===== src/design/sddf_pkg.sv =====
package sddf_pkg;

  // Field widths of the input word and of the result word.
  localparam int unsigned ValueW = 28;
  localparam int unsigned PosW   = 3;
  localparam int unsigned CodeW  = 4;

  // Default number of display positions.
  localparam int unsigned PositionsDefault = 8;

  // Depth of the queue between the front and the back.
  localparam int unsigned QueueDepth = 2;

  // Display codes.
  localparam logic [CodeW-1:0] CodeZero  = 4'd0;
  localparam logic [CodeW-1:0] CodeMinus = 4'd10;
  localparam logic [CodeW-1:0] CodeBlank = 4'd11;
  localparam logic [CodeW-1:0] CodeTen   = 4'd10;

  // Division by ten as a multiplication by a scaled reciprocal.
  // The quotient floor(n * RecipMul / 2^RecipShift) is exact for all n below 2^32.
  localparam int unsigned     RecipW     = 32;
  localparam logic [RecipW-1:0] RecipMul = 32'hCCCC_CCCD;
  localparam int unsigned     RecipShift = 35;
  localparam int unsigned     ProdW      = ValueW + RecipW;
  localparam int unsigned     QuotW      = ProdW - RecipShift;

  // One queued word: magnitude of the value and its sign.
  typedef struct packed {
    logic [ValueW-1:0] mag;
    logic              neg;
  } item_t;

endpackage


===== src/design/sddf_queue.sv =====
module sddf_queue (
  input  logic            clk_i,
  input  logic            rst_ni,
  input  logic            push_i,
  input  sddf_pkg::item_t item_i,
  output logic            full_o,
  input  logic            pop_i,
  output logic            valid_o,
  output sddf_pkg::item_t item_o
);
  import sddf_pkg::*;

  localparam int unsigned PtrW = (QueueDepth > 1) ? $clog2(QueueDepth) : 1;
  localparam int unsigned CntW = $clog2(QueueDepth + 1);
  localparam logic [PtrW-1:0] PtrLast = PtrW'(QueueDepth - 1);
  localparam logic [CntW-1:0] CntFull = CntW'(QueueDepth);

  item_t           mem_q [QueueDepth];
  logic [PtrW-1:0] wr_ptr_q, wr_ptr_d;
  logic [PtrW-1:0] rd_ptr_q, rd_ptr_d;
  logic [CntW-1:0] count_q, count_d;
  logic            do_push, do_pop;

  assign full_o  = (count_q == CntFull);
  assign valid_o = (count_q != '0);
  assign item_o  = mem_q[rd_ptr_q];
  assign do_push = push_i && !full_o;
  assign do_pop  = pop_i && valid_o;

  // Pointer and fill count update.
  always_comb begin
    wr_ptr_d = wr_ptr_q;
    rd_ptr_d = rd_ptr_q;
    count_d  = count_q;
    if (do_push) begin
      wr_ptr_d = (wr_ptr_q == PtrLast) ? '0 : wr_ptr_q + 1'b1;
    end
    if (do_pop) begin
      rd_ptr_d = (rd_ptr_q == PtrLast) ? '0 : rd_ptr_q + 1'b1;
    end
    if (do_push && !do_pop) begin
      count_d = count_q + 1'b1;
    end else if (do_pop && !do_push) begin
      count_d = count_q - 1'b1;
    end
  end

  always_ff @(posedge clk_i or negedge rst_ni) begin
    if (!rst_ni) begin
      wr_ptr_q <= '0;
      rd_ptr_q <= '0;
      count_q  <= '0;
    end else begin
      wr_ptr_q <= wr_ptr_d;
      rd_ptr_q <= rd_ptr_d;
      count_q  <= count_d;
    end
  end

  // Storage holds payload only, so it needs no reset.
  always_ff @(posedge clk_i) begin
    if (do_push) begin
      mem_q[wr_ptr_q] <= item_i;
    end
  end

endmodule


===== config.mk =====
export PLATFORM = sky130hd
export DESIGN_NAME = sddf_queue
export DESIGN_NICKNAME = d
export VERILOG_FILES = /design/src/design/sddf_pkg.sv /design/src/design/sddf_queue.sv
export SDC_FILE = /design/constraint.sdc
export NUM_CORES = 1
export LEC_CHECK = 0
export BUFFER_PORTS_ARGS = -buffer_cell sky130_fd_sc_hd__buf_2
export CAP_MARGIN = 30
export CORE_MARGIN = 5
export CORE_UTILIZATION = 50
export CTS_CLUSTER_DIAMETER = 120
export DETAILED_ROUTE_END_ITERATION = 10
export GPL_TIMING_DRIVEN = 0
export PLACE_DENSITY = 0.77
export SETUP_SLACK_MARGIN = 0.1
export SYNTH_ARGS = -nofsm -noshare
export SYNTH_HDL_FRONTEND = slang
export SYNTH_SLANG_ARGS = --single-unit

===== constraint.sdc =====
create_clock -name clk_i -period 3.9 [get_ports clk_i]
set_clock_uncertainty 0.05 [all_clocks]
set_input_delay 0.39 -clock clk_i [delete_from_list [all_inputs] [get_ports clk_i]]
set_output_delay 0.39 -clock clk_i [all_outputs]
set_load 0.01 [all_outputs]

* After elaboration in Yosys (flattened, before gate mapping) *
Memory sizes are Yosys's and may differ from the RTL's.
Cells that the tools add are included.

word-level totals
  bits in registers = 4
  memory bits (writable) = 58
  bits of input ports = 33
  output and inout bits = 31
  word-level logic and storage cells = 24
  memories kept = 1

cells by class
  add/sub/neg operators = 4
  equal/unequal tests = 1
  mux-type cells = 6
  reduce and logical (&&, ||, !) cells = 9

memories
  name   depth  bits a word  rd ports  clocked after memory_dff  write ports  RTL line          source
  mem_q  2      29           1         0                         1            sddf_queue.sv:18  item_t mem_q [QueueDepth];

operators with widths
  kind                                              count
  logical AND 1 bit                                 4
  2-to-1 mux 1 bit                                  4
  2-to-1 mux 2 bit                                  2
  nonzero test 2 bit                                2
  zero test 1 bit                                   3
  adder 1 bit, second input constant                2
  adder 2 x 1 -> 2 bit, second input constant       1
  equality test 2 bit, second input constant        1
  subtractor 2 x 1 -> 2 bit, second input constant  1

* Depth between registers and ports, before layout *
  word-level depth = 7
  gate-level depth with buffers = 7
  depth with buffers taken out = 7

* Worst setup path before layout *
OpenSTA, ideal clock, no wires.

  kind = register to register
  from = register count_q[0]
  to = memory mem_q[0][0] (netlist bit), enable pin
  setup time = 0.415 ns
  data arrival time = 1.862 ns
  required time = 3.435 ns
  path slack = 1.573 ns
  cell stages (with the launch flop) = 4
  path buffers = 0
  clock period less this slack = 2.327 ns
  cells stage by stage = dfrtp_1 nand2b_1 nand2_1 nor2_1

on the way
  longest elaborated chain between the ends = 5

ends and longest elaborated chain
  item                                    RTL line          source
  from (decl)                             sddf_queue.sv:21  logic [CntW-1:0] count_q, count_d;
  from (signal assigned)                  sddf_queue.sv:56  count_q <= count_d;
  equality test 2 bit                     sddf_queue.sv:24  assign full_o = (count_q == CntFull);
  zero test 1 bit                         sddf_queue.sv:27  assign do_push = push_i && !full_o;
  logical AND 1 bit                       sddf_queue.sv:27
  2-to-1 mux 1 bit                        sddf_queue.sv:62  if (do_push) begin
  2-to-1 mux 1 bit (implied by the code)  sddf_queue.sv:63  mem_q[wr_ptr_q] <= item_i;
  to (decl)                               sddf_queue.sv:18

No other way between the ends.

* Worst setup path in the final report *
  from = register count_q[0]
  to = memory mem_q[0][12] (netlist bit), enable pin

Same word-level chain as after synthesis.

==> impl_metrics.tcl <==
set metrics [dict create \
    maxCapViolations 0 \
    cts.htree.levels 3 \
    netlist_top_cells_count "edfxtp_1, mux2_2, dfrtp_1" \
    die_area_um2 6080 \
    syn_avg_cell_area_um2 21.2 \
    drc 0 \
    fin_area_um2 2910 \
    min_delay_path_depth 1 \
    synth_mux_area_share_pct 14.1 \
    core-area_um2 4410 \
    startpoint_type "flip-flop" \
    ys_warn_count 0 \
    ff2ff_path_depth 4 \
    r2r-start "count_q[0]" \
    rsz0062_at_grt "false" \
    ctsHoldBuffers 1 \
    drt_iter0_drc 65 \
    cp.arrival_ps 1830 \
    groute.usage.overall_pct 14.3 \
    cts_tree "built" \
    hold_end "mem_q[0][5]" \
    ys_seq_area_share_pct 79.7 \
    cts.sinks 62 \
    grt.overflow.total 0 \
    layout_min_cycle_time_ps 1850 \
    hp-start "item_i[5]" \
    fin_nets 220 \
    clockBufferDepth 2 \
    syn-cell-area_um2 2310 \
    insertion_delay_ps 320 \
    grt_pass1_wl_um 6480 \
    portBuffers 63 \
    synthToLayoutAreaGrowth_pct 25.8 \
    slew_viol_final 0 \
    relSlewSlack_pct 53.2 \
    synth_compound_area_share_pct 0 \
    vias_per_cell 5.05 \
    synth_flop_cell "edfxtp_1" \
    syn_inst 109 \
    yosysTopAreaCell "edfxtp_1" \
    detail_route.wl_per_cell_um 16.6 \
    layout-drive-gt1-share_pct 57.9 \
    dp_slack_ps 2030 \
    post_cts_buffers 0 \
    pin_count 64 \
    synth_edf_count 58 \
    fp.dieW_um 78.0 \
    synth_top_family_by_area "multiplexers" \
    hpwlAfterDp_um 2900 \
    dr.pass1.iters 4 \
    ys_seq_elements 62 \
    finalHoldViolations 0 \
    critical_path_required_ps 3880 \
    cts-root-buf "clkbuf_8" \
    synth_xor_area_share_pct 1.90 \
    grt_max_degree 20 \
    async_flop_share_pct 6.45 \
    synth-adder-area-share_pct 0.542 \
    p_leak_nw 1.13 \
    detail-route-antenna-nets 0 \
    num_antenna_cells 0 \
    clock.fmax_mhz 540 \
    clk_pin_slew_ps 60 \
    tns_ps 0 \
    rows 24 \
    syn_nets 143 \
    synth_simple_gate_area_share_pct 1.90 \
    hold_path_class "input pin to flip-flop" \
    place_area_um2 2750 \
    place.gp.congestion 0.645 \
    rrSetupSlack_ps 2050 \
    synth.most_common_cell "edfxtp_1" \
    cts_buffers 9 \
    worstMarginPinSlew_ps 701 \
    ir_drop_mv 0.400 \
    cts_resized 0 \
    start_util_pct 52.3 \
    post-route-period-util_pct 47.5 \
    synth_area_leaders "edfxtp_1, mux2_2, dfrtp_1" \
    crit_path_end_kind "flip-flop" \
    grt_pass1_vias 1393 \
    cp_max_fo 19 \
    path_class "flip-flop to flip-flop" \
    setup_viol 0 \
    p_per_area_nw_per_um2 730 \
    synth_top_area_share_pct 75.4 \
    die_y_um 78.0 \
    vias 1221 \
    antenna_found_initial 0 \
    r2r-end "mem_q[0][12]" \
    outcome "complete, no violations" \
    setup_ws_ps 2050 \
    synth_cell_types 14 \
    drt_wl_total_um 4030 \
    fillers 314 \
]
cell usage in the layout (no fill, tap or decap):
cell type	instances
and3_1	1
buf_16	2
buf_2	63
buf_6	3
clkbuf_1	3
clkbuf_8	9
clkinv_1	2
clkinv_2	1
dfrtp_1	4
dlygate4sd3_1	1
edfxtp_1	58
ha_1	1
inv_1	2
mux2_2	29
nand2_1	1
nand2_4	1
nand2b_1	1
nor2_1	1
nor2_2	1
or2_4	1
xnor2_1	3
xor2_1	2
routing by layer:
metal	share of wire [%]	GRT usage, %	up-vias	wire [um]
met5	0	0	-	0
met4	1.5	8.95	0	61
met3	8.9	4.98	6	360
met2	51	23.8	47	2070
met1	38	15.4	597	1540
li1	-	-	571	-
sequential cells by signal, indices dropped and copies added (netlist names):
signal and count:
mem_q 58, count_q 2, rd_ptr_q 1, wr_ptr_q 1
cell families after synthesis:
| family | count (synthesis) |
|---|---|
| buf+inv | 5 |
| simple gates | 7 |
| fa+ha+maj | 1 |
| mux | 29 |
| flops | 62 |
| xor+xnor | 5 |
worst max path at each step:
stage / to / from / depth (start not counted)
after CTS: item_o[10] / rd_ptr_q / 3
after detailed placement: mem_q[0][23] / count_q[0] / 4
after global placement: mem_q[0][14] / count_q[0] / 3
final: mem_q[0][12] / count_q[0] / 4
after global routing: mem_q[0][27] / count_q[0] / 4
after floorplan: mem_q[0][0] / count_q[0] / 3
final cells by class:
| class | instances | area (um2) | share of cell area, % |
|---|---|---|---|
| Clock inverter | 3 | 12.5 | 0.431 |
| Timing Repair Buffer | 66 | 380 | 13.1 |
| Multi-Input combinational cell | 42 | 429 | 14.8 |
| Tap cell | 52 | 65.1 | 2.24 |
| Sequential cell | 62 | 1840 | 63.4 |
| Inverter | 2 | 7.51 | 0.258 |
| Clock buffer | 12 | 135 | 4.65 |
| Buffer | 3 | 33.8 | 1.16 |
where the power goes:
group	total, W	internal, W	switching [W]
Clock	0.000436	0.000222	0.000214
Combinational	0.000718	0.000360	0.000358
Sequential	0.000966	0.000914	0.0000516
through the flow:
step / std cells / hold slack, ps / utilization [%] / power (W)
2_1_floorplan: 109 / 44.4 / - / 0.00142
5_1_grt: 242 / 187 / 65.8 / 0.00224
4_1_cts: 242 / 182 / 65.8 / 0.00215
6_report: 242 / 202 / 65.8 / 0.00212
3_5_place_dp: 226 / 152 / 62.2 / 0.00171
3_3_place_gp: 224 / 146 / 60.9 / 0.00164
worst max-delay path, cell delays in order (launching register included):
cell and delay (ps):
dfrtp_1 410, nand2b_1 170, nand2_1 130, nor2_2 560, buf_16 240
Power figures use the tool's default switching activity.
