<file path="src/design/sddf_pkg.sv">
package sddf_pkg;

  // Field widths of the input word and of the result word.
  localparam int unsigned ValueW = 28;
  localparam int unsigned PosW   = 3;
  localparam int unsigned CodeW  = 4;

  // Default number of display positions.
  localparam int unsigned PositionsDefault = 8;

  // Depth of the queue between the front and the back.
  localparam int unsigned QueueDepth = 2;

  // Display codes.
  localparam logic [CodeW-1:0] CodeZero  = 4'd0;
  localparam logic [CodeW-1:0] CodeMinus = 4'd10;
  localparam logic [CodeW-1:0] CodeBlank = 4'd11;
  localparam logic [CodeW-1:0] CodeTen   = 4'd10;

  // Division by ten as a multiplication by a scaled reciprocal.
  // The quotient floor(n * RecipMul / 2^RecipShift) is exact for all n below 2^32.
  localparam int unsigned     RecipW     = 32;
  localparam logic [RecipW-1:0] RecipMul = 32'hCCCC_CCCD;
  localparam int unsigned     RecipShift = 35;
  localparam int unsigned     ProdW      = ValueW + RecipW;
  localparam int unsigned     QuotW      = ProdW - RecipShift;

  // One queued word: magnitude of the value and its sign.
  typedef struct packed {
    logic [ValueW-1:0] mag;
    logic              neg;
  } item_t;

endpackage

</file>
<file path="src/design/sddf_front.sv">
module sddf_front (
  input  logic                         in_valid_i,
  input  logic [sddf_pkg::ValueW-1:0]  value_i,
  output logic                         in_stall_o,
  input  logic                         q_full_i,
  output logic                         q_push_o,
  output sddf_pkg::item_t              q_item_o
);
  import sddf_pkg::*;

  logic              neg;
  logic [ValueW-1:0] mag;

  // Split the two's complement word into sign and magnitude.
  // The most negative word maps to 2^27, which still fits in ValueW bits.
  assign neg = value_i[ValueW-1];
  assign mag = neg ? (ValueW'(0) - value_i) : value_i;

  // A word is taken whenever the queue has room.
  assign in_stall_o    = q_full_i;
  assign q_push_o      = in_valid_i && !q_full_i;
  assign q_item_o.mag  = mag;
  assign q_item_o.neg  = neg;

endmodule

</file>
<file path="config.mk">
export PLATFORM = sky130hd
export DESIGN_NAME = sddf_front
export DESIGN_NICKNAME = d
export VERILOG_FILES = /design/src/design/sddf_pkg.sv /design/src/design/sddf_front.sv
export SDC_FILE = /design/constraint.sdc
export NUM_CORES = 1
export LEC_CHECK = 0
export ABC_AREA = 1
export BUFFER_PORTS_ARGS = -buffer_cell sky130_fd_sc_hd__buf_2
export CAP_MARGIN = 20
export CORE_MARGIN = 2
export CORE_UTILIZATION = 33
export DETAILED_ROUTE_END_ITERATION = 16
export MAX_ROUTING_LAYER = met4
export PLACE_DENSITY_LB_ADDON = 0.08
export REMOVE_ABC_BUFFERS = 1
export SYNTH_ARGS = -nofsm -noshare
export SYNTH_HDL_FRONTEND = slang
export SYNTH_SLANG_ARGS = --single-unit
</file>
<file path="constraint.sdc">
create_clock -name vclk -period 0.85
set_input_delay 0.0425 -clock vclk [all_inputs]
set_output_delay 0.0425 -clock vclk [all_outputs]
set_load 0.02 [all_outputs]
</file>
### Yosys cells after proc, flatten, opt, wreduce, memory -nomap -nowiden

Index checks and enable logic that the tools add are counted.

| word-level totals | value |
|---|---|
| flip-flop bits (word level) | 0 |
| bits of input ports | 30 |
| output and inout port bits | 31 |
| logic and storage cells | 4 |

| cells by class | value |
|---|---|
| add/sub/neg operators | 1 |
| muxes and demuxes | 1 |
| reductions and logical operators | 2 |

Operators with widths:

| operator | number |
|---|---|
| $mux 28 | 1 |
| $sub 1x28->28 const A | 1 |
| $logic_and 1x1->1 | 1 |
| $logic_not 1->1 | 1 |

### Logic depth before layout (Yosys ltp)

Gate-level depths: netlist (run 1).

| depth | value |
|---|---|
| depth after elaboration | 2 |
| gate-level depth with buffers | 10 |
| gate-level depth less buffers | 9 |

### Worst setup path after synthesis (run 1)

Ideal clock, no wire load.

| timing | value |
|---|---|
| path type | input to output |
| start | in value_i[0] (netlist bit) |
| end | out q_item_o[13] (netlist bit) |
| arrival time | 1.080 ns |
| data required time | 0.808 ns |
| slack | -0.273 ns |
| cell stages on the path | 8 |
| buffers on the path | 1 |
| cells stage by stage | inv_1 > ha_1 > nand3_1 > nand2_2 > nand2_4 > nor2_2 > buf_6 > xnor2_1 |

RTL lines:

| item | RTL line | RTL |
|---|---|---|
| start: declaration | sddf_front.sv:3 | `input logic [sddf_pkg::ValueW-1:0] value_i,` |
| end: declaration | sddf_front.sv:7 | `output sddf_pkg::item_t q_item_o` |

==> reports/qor.yml, run 1 <==
status: "finished with violations"
violations: "setup timing"
grt_antenna_before_repair: 0
cp.required_ps: 810
area_growth_pct: 141
total_power_mw: 1.26
max_slew_margin_pct: 68.5
port-buffer-count: 61
power_frac_seq_pct: 0
synth_top_cells_by_count: "55 x nand2_1, 22 x inv_1, 22 x nor2_1"
p_comb_share_pct: 100.0
grt_pass1_wl_um: 5050
viasPerCell: 5.15
dr.first_iter.drc_count: 38
grtUsageTotal_pct: 23.0
gp_congestion: 0.878
std_cell_rows: 18
synth.area.mux_share_pct: 0
yosys.cell_types.count: 22
p_int_uw: 600
register_area_um2: 0
p_switching_uw: 662
crit_arrival_ps: 1300
cp_max_fo: 5
holdBufCountCts: 0
cp-end-kind: "output pin"
synthCells: 173
finalCriticalPeriod_ps: 1340
overflow: 0
clock_buffers: 0
dieHeight_um: 55.1
fp.dieArea_um2: 3030
core_area_um2: 2480
antennaDiodeCount: 0
pre_cts_slack_ps: -443
worst_pin_slew_ps: 470
synthTopCellsByArea: "nand2_1 24%, nand3_1 10%, xor2_1 10%"
grt_max_degree: 16
synth-simple-area-share_pct: 62.9
clkPwrFrac_pct: 0
ant_nets: 0
wl_per_cell_um: 13.9
yosys_warnings: 0
start_kind: "primary input"
seq_cells: 0
synth_fa_ha_area_share_pct: 1.45
synth-compound-area-share_pct: 6.40
post-route-drc-count: 0
synth-xor-area-share_pct: 13.2
avgSynthCellArea_um2: 4.98
placed_area_um2: 1460
irDropWorstVdd_mv: 0.532
synth_area_leader_cell: "nand2_1"
crit_type: "primary input to output pin"
setup_tns_ps: -7790
power-per-cell-area_nw_per_um2: 609
whs_path_depth: 2
grt_pass1_vias: 1207
synth_top_family_by_area: "simple AND/OR/NAND/NOR gates"
routed_wl_um: 4210
min_path_type: "primary input to output pin"
drive_gt1_share_pct: 62.6
post-route-period-util_pct: 158
drt-pass1-iter-count: 4
die_w_um: 55.1
netSwitchingFraction_pct: 52.4
final_nets: 306
finalInstanceArea_um2: 2070
cap_violations: 0
synth_area_um2: 861
setup_violations: 26
rsz0062_at_grt: "true"
yosysTopAreaCellShare_pct: 24.0
hold_viol_final: 0
start_util_pct: 34.7
drv_slew: 0
p_leak_nw: 1.05
layout_setup_ws_ps: -493
synthMostInstantiatedCell: "nand2_1"
synth_seq_area_share_pct: 0
io-pin-count: 61
fmax_mhz: 744
dp_hpwl_um: 2510
vias: 1560
[cell type report]
type	instances	area (um^2)
multi-input cells	142	1010
fillers	173	404
repair buffers	106	922
well taps	30	37.5
inverters	25	101
[layout by cell type, fill, tap and decap left out, types with 4 or more instances in the layout]
cell / count
nand3_2: 11
nand2_1: 37
buf_6: 27
nor2_4: 15
nand2_2: 16
buf_8: 4
o21ai_0: 5
buf_4: 47
nand3_1: 9
nor2_1: 9
xor2_1: 7
buf_2: 24
nand4_1: 8
o21ai_1: 5
inv_1: 19
nand2_4: 6
nor2_2: 4
[per-stage QoR]
stage	hold WS [ps]	util (%)	std cells
after floorplan	85.0	-	167
after global placement	318	58.9	293
after detailed placement	321	58.9	293
after CTS	321	73.2	301
after global routing	339	83.7	303
final	318	83.7	303
[critical path: stages]
cell     delay (ps)
buf_2           160
nor2_1          200
nand2_1          90
o21ai_1         410
nand4_1         180
nand2_2         100
buf_6           110
[cells by family (layout without fill, tap and decap cells)]
group                      after synthesis  in the layout
xor gates and xnor gates                13             13
adders and majority gates                1              1
buffers and inverters                   31            131
AOI/OAI and AO/OA                       11             11
and+or+nand+nor                        117            117
[routing by layer]
layer  track usage, %  up-vias  routed length [um]
met2             41.3       70                2300
met4             3.25        0                  71
met3             1.08       11                 168
li1                 -      746                   -
met5                -        -                   0
met1             29.1      733                1670
[timing repair]
| item | 4_1_cts | 5_1_grt |
|---|---|---|
| buffers inserted | 7 | 4 |
| pin swaps | 19 | 39 |
| cloned | 1 | 0 |
| gates resized for setup | 81 | 67 |
| setup endpoints to repair | 27 | 27 |
[final timing paths]
kind,from,to
max,value_i[13],q_item_o[27]
min,q_full_i,in_stall_o
[power groups by stage]
stage          combinational [mW]  sequential [mW]  clock, mW
6_report                     1.26                0          0
4_1_cts                      1.08                0          0
3_3_place_gp                0.850                0          0
3_5_place_dp                0.866                0          0
5_1_grt                      1.34                0          0
2_1_floorplan               0.430                0          0
Note: power is estimated with default switching activity, not from simulation.
==> run 2, diff against run 1 <==
- GPL_TIMING_DRIVEN: not set -> 0
==> run 2 against run 1 <==
Against the previous run: the flow still finishes with violations (setup timing); sequential cell count unchanged; routed wire length fell by 19%; global-route usage fell by 0.46 points; first-iteration DRC count shrank 34%; die area did not move; power down 16%; largest power group unchanged.
==> reports/qor.yml, run 2 (synthesis gave the netlist of run 1 again) <==
status: "finished with violations"
violations: "setup timing"
max_slew_margin_pct: 69.4
holdBufCountCts: 0
die_w_um: 55.1
grt_antenna_before_repair: 0
layout_setup_ws_ps: -338
port-buffer-count: 61
hold_slack_ps: 322
mostFrequentLayoutCell: "nand2_1"
placed_cells: 258
overflow: 0
start_util_pct: 34.7
crit_buf_inv: 3
crit_chain: "buf_8, inv_2, a21oi_2, nor2_4, xnor2_1, buf_4"
ant_nets: 0
grtUsageTotal_pct: 22.5
finalCriticalPeriod_ps: 1190
post-route-drc-count: 0
core_area_um2: 2480
final_util_pct: 70.3
grt_max_degree: 26
antennaDiodeCount: 0
power_frac_seq_pct: 0
fp.dieArea_um2: 3030
finalInstanceArea_um2: 1740
crit_path_top_delay_cell: "a21oi_2"
cp.required_ps: 810
crit_type: "primary input to output pin"
std_cell_rows: 18
final_nets: 279
p_int_uw: 466
irDropWorstVdd_mv: 0.436
register_area_um2: 0
total_power_mw: 1.07
placed_area_um2: 1160
fmax_mhz: 842
cp-end-kind: "output pin"
grt_pass1_wl_um: 5030
cp_max_fo: 25
start_kind: "primary input"
viasPerCell: 5.03
gp_congestion: 0.892
cap_violations: 0
routed_wl_um: 3390
drive_gt1_share_pct: 54.9
power-per-cell-area_nw_per_um2: 612
min_path_type: "primary input to output pin"
netSwitchingFraction_pct: 56.3
hold_viol_final: 0
post-route-period-util_pct: 140
fin_cells: 276
io-pin-count: 61
area_growth_pct: 102
drt-pass1-iter-count: 4
dp_hpwl_um: 2180
critPathMaxStageDelay_ps: 280
worst_pin_slew_ps: 454
p_comb_share_pct: 100.0
dieHeight_um: 55.1
wl_per_cell_um: 12.3
vias: 1389
grt_pass1_vias: 1231
crit_arrival_ps: 1150
drv_slew: 0
p_switching_uw: 600
rsz0062_at_grt: "true"
cpLargestDelayFamily: "buffers and inverters"
clock_buffers: 0
clkPwrFrac_pct: 0
p_leak_nw: 0.859
dr.first_iter.drc_count: 25
layout_common_cells: "47 x nand2_1, 29 x buf_2, 24 x buf_4"
setup_violations: 26
seq_cells: 0
[run 2: power groups by stage]
stage	Clock (mW)	Sequential, mW	Combinational [mW]
after global placement	0	0	0.705
after global routing	0	0	1.15
after detailed placement	0	0	0.713
after floorplan	0	0	0.430
final	0	0	1.07
after CTS	0	0	0.949
[run 2: final timing paths]
path,slack [ps],startpoint,to,cells past startpoint
setup / recovery,-340,value_i[27],q_item_o[13],6
hold / removal,320,q_full_i,in_stall_o,2
[run 2: through the flow]
stage | setup slack, ps | TNS [ps]
floorplan | -296 | -2620
global placement | -616 | -8950
detailed placement | -633 | -9290
CTS | -290 | -5610
global route | -384 | -8040
finish | -338 | -5990
[run 2: cell type report]
cell class / instances / area [um^2]
Multi-Input combinational cell: 143 / 970
Fill cell: 213 / 736
Timing Repair Buffer: 78 / 629
Inverter: 25 / 105
Tap cell: 30 / 37.5
[run 2: metal layers]
metal / up-vias / GRT usage (%) / share of wire (%) / wire length, um
li1: 690 / - / - / -
met1: 638 / 28.1 / 39 / 1310
met2: 57 / 42.1 / 55 / 1860
met3: 4 / 0.269 / 6.1 / 207
met4: 0 / 2.03 / 0.50 / 17
met5: - / - / 0 / 0
[run 2: timing repair]
item	in CTS	in global routing
setup endpoints to repair	26	26
resized for setup	89	43
cloned	1	0
pin swaps	28	14
setup buffers	14	4
hold endpoints to repair	0	0
